[src/rtl/cascaded_complex_biquad_peak_filter_defines.svh]
// assertion macros for the cascaded complex biquad peak filter
// used by the top level; expects signals clk and rst in scope
`ifndef CASCADED_COMPLEX_BIQUAD_PEAK_FILTER_DEFINES_SVH
`define CASCADED_COMPLEX_BIQUAD_PEAK_FILTER_DEFINES_SVH

// property that holds at every edge outside reset
`define CCBPF_ASSERT_ALWAYS(label, expr, msg) \
  label: assert property (@(posedge clk) disable iff (rst) (expr)) else $error(msg);

// property whose consequence is checked in the cycle after the trigger
`define CCBPF_ASSERT_NEXT(label, trig, expr, msg) \
  label: assert property (@(posedge clk) disable iff (rst) (trig) |=> (expr)) else $error(msg);

`endif

[src/rtl/ccbpf_pkg.sv]
// shared types, constants and arithmetic helpers of the biquad peak filter
// no dependencies; used by the gain unit, the cell and the top level in rtl
`timescale 1ns / 1ps

package ccbpf_pkg;

  // default number of cells in the chain
  localparam int MAX_STAGES_DEF = 4;

  // datapath widths
  localparam int SAMPLE_W = 16;
  localparam int COEF_W   = 32;
  localparam int VAL_W    = 40;
  localparam int PART_W   = 21;
  localparam int PROD_W   = COEF_W + PART_W;
  localparam int ACC_W    = 56;
  localparam int LQ_W     = ACC_W - 20;
  localparam int GPROD_W  = SAMPLE_W + COEF_W;

  // one stage does five products, each split in a high and a low half
  localparam int N_TERMS   = 5;
  localparam int N_STEPS   = 2 * N_TERMS;
  localparam int STEP_W    = $clog2(N_STEPS);

  // configuration port
  localparam int ADDR_W = 5;
  localparam int DATA_W = 32;

  // register reset values
  localparam logic                     RUN_RST   = 1'b0;
  localparam logic [2:0]               STAGE_RST = 3'd1;
  localparam logic signed [COEF_W-1:0] ONE_Q28   = 32'sh1000_0000;
  localparam logic signed [COEF_W-1:0] ZERO_Q28  = 32'sh0;

  // input item
  typedef struct packed {
    logic signed [SAMPLE_W-1:0] in_i;
    logic signed [SAMPLE_W-1:0] in_q;
  } in_item_t;

  // result item
  typedef struct packed {
    logic signed [SAMPLE_W-1:0] out_i;
    logic signed [SAMPLE_W-1:0] out_q;
  } out_item_t;

  // internal sample pair, Q.8 in 40 bits
  typedef struct packed {
    logic signed [VAL_W-1:0] lane_i;
    logic signed [VAL_W-1:0] lane_q;
  } lane_pair_t;

  // stage coefficients, all Q4.28
  typedef struct packed {
    logic signed [COEF_W-1:0] a0;
    logic signed [COEF_W-1:0] a1;
    logic signed [COEF_W-1:0] a2;
    logic signed [COEF_W-1:0] b1;
    logic signed [COEF_W-1:0] b2;
  } coef_t;

  // saturate a 48-bit value to 40 bits
  function automatic logic signed [VAL_W-1:0] sat40(input logic signed [47:0] v);
    logic same;
    begin
      same = (v[47:VAL_W-1] == {(48-VAL_W+1){1'b0}}) ||
             (v[47:VAL_W-1] == {(48-VAL_W+1){1'b1}});
      if (same) begin
        sat40 = v[VAL_W-1:0];
      end else if (v[47]) begin
        sat40 = {1'b1, {(VAL_W-1){1'b0}}};
      end else begin
        sat40 = {1'b0, {(VAL_W-1){1'b1}}};
      end
    end
  endfunction

  // round half up from Q.8 to integer and saturate to 16 bits
  function automatic logic signed [SAMPLE_W-1:0] round_out(input logic signed [VAL_W-1:0] y);
    logic signed [VAL_W:0]   s;
    logic signed [VAL_W-8:0] t;
    logic                    same;
    begin
      s = {y[VAL_W-1], y} + (VAL_W+1)'(128);
      t = s[VAL_W:8];
      same = (t[VAL_W-8:SAMPLE_W-1] == {(VAL_W-8-SAMPLE_W+2){1'b0}}) ||
             (t[VAL_W-8:SAMPLE_W-1] == {(VAL_W-8-SAMPLE_W+2){1'b1}});
      if (same) begin
        round_out = t[SAMPLE_W-1:0];
      end else if (t[VAL_W-8]) begin
        round_out = {1'b1, {(SAMPLE_W-1){1'b0}}};
      end else begin
        round_out = {1'b0, {(SAMPLE_W-1){1'b1}}};
      end
    end
  endfunction

endpackage

[src/rtl/ccbpf_gain.sv]
// input gain unit: scales one I/Q sample by the Q4.28 gain, result in Q.8
// depends on ccbpf_pkg
`timescale 1ns / 1ps

module ccbpf_gain (
  input  logic                                clk,
  input  logic                                rst,
  input  logic signed [ccbpf_pkg::COEF_W-1:0] gain,
  input  logic                                in_valid,
  output logic                                in_ready,
  input  ccbpf_pkg::in_item_t                 in_data,
  output logic                                out_valid,
  input  logic                                out_ready,
  output ccbpf_pkg::lane_pair_t               out_data
);

  typedef enum logic [1:0] {S_IDLE, S_MUL, S_RND, S_HOLD} state_t;

  state_t                                      state;
  logic signed [ccbpf_pkg::SAMPLE_W-1:0]       x_i;
  logic signed [ccbpf_pkg::SAMPLE_W-1:0]       x_q;
  logic signed [ccbpf_pkg::GPROD_W-1:0]        prod_i;
  logic signed [ccbpf_pkg::GPROD_W-1:0]        prod_q;
  logic signed [ccbpf_pkg::GPROD_W-1:0]        gain_ext;
  logic signed [ccbpf_pkg::GPROD_W-1:0]        xi_ext;
  logic signed [ccbpf_pkg::GPROD_W-1:0]        xq_ext;
  logic signed [ccbpf_pkg::GPROD_W-1:0]        prod_i_next;
  logic signed [ccbpf_pkg::GPROD_W-1:0]        prod_q_next;
  logic signed [ccbpf_pkg::GPROD_W-1:0]        rnd_i;
  logic signed [ccbpf_pkg::GPROD_W-1:0]        rnd_q;

  assign in_ready  = (state == S_IDLE);
  assign out_valid = (state == S_HOLD);

  // sample times gain, exact in Q.28
  always_comb begin
    gain_ext    = {{(ccbpf_pkg::GPROD_W-ccbpf_pkg::COEF_W){gain[ccbpf_pkg::COEF_W-1]}}, gain};
    xi_ext      = {{(ccbpf_pkg::GPROD_W-ccbpf_pkg::SAMPLE_W){x_i[ccbpf_pkg::SAMPLE_W-1]}}, x_i};
    xq_ext      = {{(ccbpf_pkg::GPROD_W-ccbpf_pkg::SAMPLE_W){x_q[ccbpf_pkg::SAMPLE_W-1]}}, x_q};
    prod_i_next = xi_ext * gain_ext;
    prod_q_next = xq_ext * gain_ext;
    // round half up to Q.8; the result always fits in 40 bits
    rnd_i       = prod_i + ccbpf_pkg::GPROD_W'(524288);
    rnd_q       = prod_q + ccbpf_pkg::GPROD_W'(524288);
  end

  // sequencer and registers
  always_ff @(posedge clk) begin
    if (rst) begin
      state <= S_IDLE;
    end else begin
      unique case (state)
        S_IDLE: begin
          if (in_valid) begin
            x_i   <= in_data.in_i;
            x_q   <= in_data.in_q;
            state <= S_MUL;
          end
        end
        S_MUL: begin
          prod_i <= prod_i_next;
          prod_q <= prod_q_next;
          state  <= S_RND;
        end
        S_RND: begin
          // arithmetic shift by 20, sign carried into the upper bits
          out_data.lane_i <= {{(ccbpf_pkg::VAL_W-ccbpf_pkg::GPROD_W+20)
                                {rnd_i[ccbpf_pkg::GPROD_W-1]}},
                              rnd_i[ccbpf_pkg::GPROD_W-1:20]};
          out_data.lane_q <= {{(ccbpf_pkg::VAL_W-ccbpf_pkg::GPROD_W+20)
                                {rnd_q[ccbpf_pkg::GPROD_W-1]}},
                              rnd_q[ccbpf_pkg::GPROD_W-1:20]};
          state           <= S_HOLD;
        end
        S_HOLD: begin
          if (out_ready) begin
            state <= S_IDLE;
          end
        end
        default: state <= S_IDLE;
      endcase
    end
  end

endmodule

[config.mk]
export PLATFORM = sky130hd
export DESIGN_NAME = ccbpf_gain
export DESIGN_NICKNAME = d
export VERILOG_FILES = /design/src/rtl/cascaded_complex_biquad_peak_filter_defines.svh /design/src/rtl/ccbpf_pkg.sv /design/src/rtl/ccbpf_gain.sv
export SDC_FILE = /design/constraint.sdc
export NUM_CORES = 2
export LEC_CHECK = 0
export ABC_AREA = 1
export BUFFER_PORTS_ARGS = -buffer_cell sky130_fd_sc_hd__buf_2
export CAP_MARGIN = 0
export CORE_ASPECT_RATIO = 0.9
export CORE_UTILIZATION = 35
export CTS_CLUSTER_SIZE = 30
export DETAILED_ROUTE_END_ITERATION = 10
export SLEW_MARGIN = 20
export SYNTH_ARGS = -nofsm -noshare
export SYNTH_HDL_FRONTEND = slang
export SYNTH_SLANG_ARGS = --single-unit
[constraint.sdc]
create_clock -name clk -period 13.6 [get_ports clk]
set_clock_uncertainty 0.1 [all_clocks]
set_input_delay 2.04 -clock clk [delete_from_list [all_inputs] [get_ports clk]]
set_output_delay 2.04 -clock clk [all_outputs]
set_load 0.005 [all_outputs]
==> Word-level counts from Yosys, hierarchy flattened <==
Cells that the tools add are included.
W data, S select, Z words.
{ "totals": {"register_bits": 186} }
{ "op_classes": {"add_sub_neg": 2, "n_mul": 2, "eq_ne": 5, "mux": 3, "n_bitwise": 1, "reduce_logical": 5} }
{ "op_table": {"columns": ["op", "count"], "rows": [
  ["$add A48 B21 Y48 const B", 2],
  ["$mul A16 B32 Y48", 2],
  ["$pmux W2 S4", 1],
  ["$reduce_and A2 Y1", 3],
  ["$eq A2 B2 Y1 const B", 2],
  ["$mux W2", 2],
  ["$reduce_and A3 Y1", 1],
  ["$eq A2 B1 Y1 const B", 1],
  ["$logic_not A2 Y1", 1],
  ["$ne A2 B1 Y1 const B", 1],
  ["$ne A2 B2 Y1 const B", 1],
  ["$not A1 Y1", 1]
]} }

==> Logic depth before layout (Yosys ltp) <==
{ "logic_depth": {"word_depth": 3, "mapped_depth": 28} }

==> Worst setup path before layout <==
No wires, ideal clock.
{ "synth_timing": {"kind": "in2reg", "from": "input port gain[31] (netlist name)", "to": "register prod_i[47] (netlist name) (data pin)", "arrival_ns": 6.995, "required_time_ns": 13.248, "setup_slack_ns": 6.252, "stages": 22, "n_path_buf": 1, "path_cell_list": "clkbuf_1 > nand2_1 > fa_1 > inv_1 > fa_1 > inv_1 > fa_1 > fa_1 > fa_1 > fa_1 > inv_1 > ha_1 > a21oi_1 > nor2_1 > nor2_1 > nor2_1 > nor2_1 > nand2_1 > a21oi_1 > nand2_1 > nand2_1 > nand2_1"} }
{ "synth_between": {"elab_chain_cells": 1} }
{ "synth_rtl": {"columns": ["element", "line_no", "text"], "rows": [
  ["from (decl)", "ccbpf_gain.sv:8", "input logic signed [ccbpf_pkg::COEF_W-1:0] gain,"],
  ["$mul A16 B32 Y48", "ccbpf_gain.sv:40", "prod_i_next = xi_ext * gain_ext;"],
  ["net prod_i_next (one bit)", "ccbpf_gain.sv:27", "logic signed [ccbpf_pkg::GPROD_W-1:0] prod_i_next;"],
  ["to (signal assigned)", "ccbpf_gain.sv:61", "prod_i <= prod_i_next;"],
  ["to (decl)", "ccbpf_gain.sv:22", "logic signed [ccbpf_pkg::GPROD_W-1:0] prod_i;"]
]} }
The timed path passes the listed nets, and every way through them passes these cells.
A chain may end at the register's enable or synchronous reset.

==> Worst setup path after layout <==
{ "layout_timing": {"from": "input port gain[31] (netlist name)", "to": "register prod_q[47] (netlist name) (data pin)"} }
{ "layout_between": {"elab_chain_cells": 1} }
{ "layout_rtl": {"columns": ["element", "line_no", "text"], "rows": [
  ["$mul A16 B32 Y48", "ccbpf_gain.sv:41", "prod_q_next = xq_ext * gain_ext;"],
  ["net prod_q_next (one bit)", "ccbpf_gain.sv:28", "logic signed [ccbpf_pkg::GPROD_W-1:0] prod_q_next;"],
  ["to (signal assigned)", "ccbpf_gain.sv:62", "prod_q <= prod_q_next;"],
  ["to (decl)", "ccbpf_gain.sv:23", "logic signed [ccbpf_pkg::GPROD_W-1:0] prod_q;"]
]} }
The timed path passes the listed nets, and every way through them passes these cells.

==> qor.csv <==
stage,metric,value,unit
flow_run,max_cap_violations,0,
timing,slew_headroom,36.9,%
placement,hpwl,95900,microns
status,status,finished clean,
layout,syn2layout_area_growth,6.23,%
clock_tree,cts.sinks,148,
layout,mostFrequentLayoutCells,"1,710 x inv_1, 1,493 x nand2_1, 970 x fa_1",
clock_tree,clk_path_buf_depth,2,
yosys,synthCells,5549,
worst_setup_path,crit_family,adder cells,
timing,fin_setup_tns,0,ps
worst_setup_path,arrival,8250,ps
clock_tree,post_cts_resized,0,
yosys,yosys_warnings,0,
drt,via_per_inst,4.67,
global_route,grt_use_total,20.1,%
worst_setup_path,crit_cells,17,
clock_tree,clk_root_buffer_cell,clkbuf_16,
yosys,ys_seq_elements,148,
die,fp.dieW,375,microns
clock_tree,cts_max_level,4,
placement,io_buffers,149,
drt,drc,0,
drt,dr_total_vias,33485,
global_route,grt-ovfl-total,0,
die,die_h,338,microns
die,ios,150,
drt,first_iter_violations,2140,
layout,drive_gt1_share,4.69,%
timing,hold_violations,0,
timing,finalSetupViolCount,0,
worst_setup_path,path_class,input pin to register,
die,initial_core_util,35.5,%
drt,routed_wl,120000,microns
worst_setup_path,crit_top_cell,fa_1,
timing,fmax,124,MHz
worst_setup_path,crit_chain,buf_2 -> nand2_1 -> fa_1 -> inv_1 -> fa_1 -> fa_1 -> fa_1 -> fa_1 -> fa_1 -> ha_1 -> nand2_1 -> nor2_1 -> nand2_1 -> nor4_1 -> nand3_1 -> nand3_1 -> nand2_1,
clock_tree,cts_hold_buffers,0,
worst_hold_path,hold_path.class,register to register,
clock_tree,clk_latency,540,ps
worst_setup_path,required,13780,ps
worst_hold_path,worstHoldPathCells,2,
worst_setup_path,reg2regPathDepth,17,
worst_setup_path,worst_setup_path_end_kind,register,
worst_setup_path,cp_slowest_cell,fa_1,
global_route,grt_pass1_wl,198000,microns
layout,layout_commonest_cell,inv_1,
drt,wl_per_cell,16.8,microns
yosys,syn_area,0.0439,sq mm
die,die_area,0.127,sq mm
global_route,grt_max_degree,59,
die,core_area,0.124,sq mm
clock_tree,clk_pin_slew,70,ps
yosys,ys_seq_area_share,10.1,%
die,rows,122,
clock_tree,cts_made_buffers,17,
global_route,antenna_found_initial,7,
drt,drtPass1Iterations,5,
yosys,synth_area_per_cell,7.90,sq um
global_route,grt_pass1_vias,36684,
worst_setup_path,setup.worst_path.start_class,input pin,
yosys,synth_cell_types,39,
timing,grt_setup_unrepaired,false,
placement,gp_congestion,0.904,
clock_tree,post-cts-setup-buffers,0,
timing,drv_slew,0,
timing,fin_crit,8070,ps
worst_setup_path,cpPeakStageDelay,800,ps
yosys,synthesis.nets,6815,
timing,min_period_over_period,59.3,%
layout,finalNetCount,6803,
worst_setup_path,critical_path_peak_fanout,32,
clock_tree,cts_tree,done,
drt,drtAntennaViolNets,0,
timing,tightest_slew,947,ps
worst_setup_path,worst-path-buf-inv,2,
cell families after synthesis:
logic type,count (synthesis),synth area share [%]
xor+xnor,92,1.84
buf+inv,1931,16.7
fa+ha+maj,1198,50.8
compound gates,208,2.54
flops,148,10.1
simple gates,1972,18.0
routing by layer:
layer | vias to the layer above | track usage (%) | part of all wire [%]
met3 | 135 | 2.80 | 5.5
met4 | 2 | 4.72 | 1.7
met5 | - | 0 | 0.010
met2 | 969 | 34.9 | 49
li1 | 15575 | - | -
met1 | 16804 | 26.5 | 44
sequential cells by signal, indices dropped and copies added, names as in the netlist:
signal    count
out_data     56
prod_i       29
prod_q       29
state         2
x_i          16
x_q          16
path summary, 6_finish.rpt:
path         startpoint         end  slack [ps]
min            state[0]    state[0]         460
min reg2reg    state[0]    state[0]         460
max reg2reg      x_q[4]  prod_q[47]        6910
max            gain[31]  prod_q[47]        5530
cell usage after synthesis (all sizes together):
| master | number | area [sq um] |
|---|---|---|
| xnor2 | 33 | 289 |
| dfxtp | 2 | 40.0 |
| o21ai | 62 | 310 |
| edfxtp | 146 | 4380 |
| nand3b | 2 | 15.0 |
| xor2 | 59 | 517 |
| a21oi | 115 | 576 |
| o22ai | 1 | 6.26 |
| nand3 | 86 | 450 |
| clkbuf | 190 | 713 |
| nor3b | 2 | 15.0 |
| o211ai | 2 | 15.0 |
| and2 | 2 | 12.5 |
| nand2 | 1507 | 5700 |
| o21a | 7 | 52.6 |
| a211oi | 2 | 15.0 |
| nand4 | 42 | 263 |
| or2 | 5 | 31.3 |
| fa | 970 | 19400 |
| nor3 | 39 | 231 |
| a31oi | 1 | 6.26 |
| nor4 | 11 | 114 |
| nor2 | 276 | 1070 |
| ha | 228 | 2850 |
| inv | 1715 | 6440 |
| a21o | 6 | 45.0 |
| buf | 26 | 191 |
| o21bai | 12 | 90.1 |
through the flow:
stage / hold WS [ps] / worst slack (ps) / cells / area [sq um] / util [%]
finish: 464 / 5530 / 7163 / 46600 / 37.7
global route: 499 / 5280 / 7161 / 46600 / 37.7
CTS: 463 / 5570 / 7161 / 46600 / 37.7
detailed placement: 453 / 5010 / 7130 / 46000 / 37.2
global placement: 429 / 5010 / 7130 / 46000 / 37.2
floorplan: 398 / 6250 / 5549 / 43900 / -
final cells by class:
cell class,count,area [sq um]
fillers,12849,77100
inverters,1715,6440
clock buffers,17,425
flip-flops and latches,148,4420
repair buffers,185,1020
well taps,1612,2020
clock inverters,14,150
multi-input cells,3470,32100
diodes,2,5.00
worst reg2reg max path: cells and delay by family (launching register included):
kind                       cells  cell delay [ps]
adders and majority gates      7             3880
buffers and inverters          2              470
DFF                            1              330
and+or+nand+nor                8             1660
Power is not shown: default switching activity piles up to over one toggle a cycle in this logic, so the estimate is an artifact.
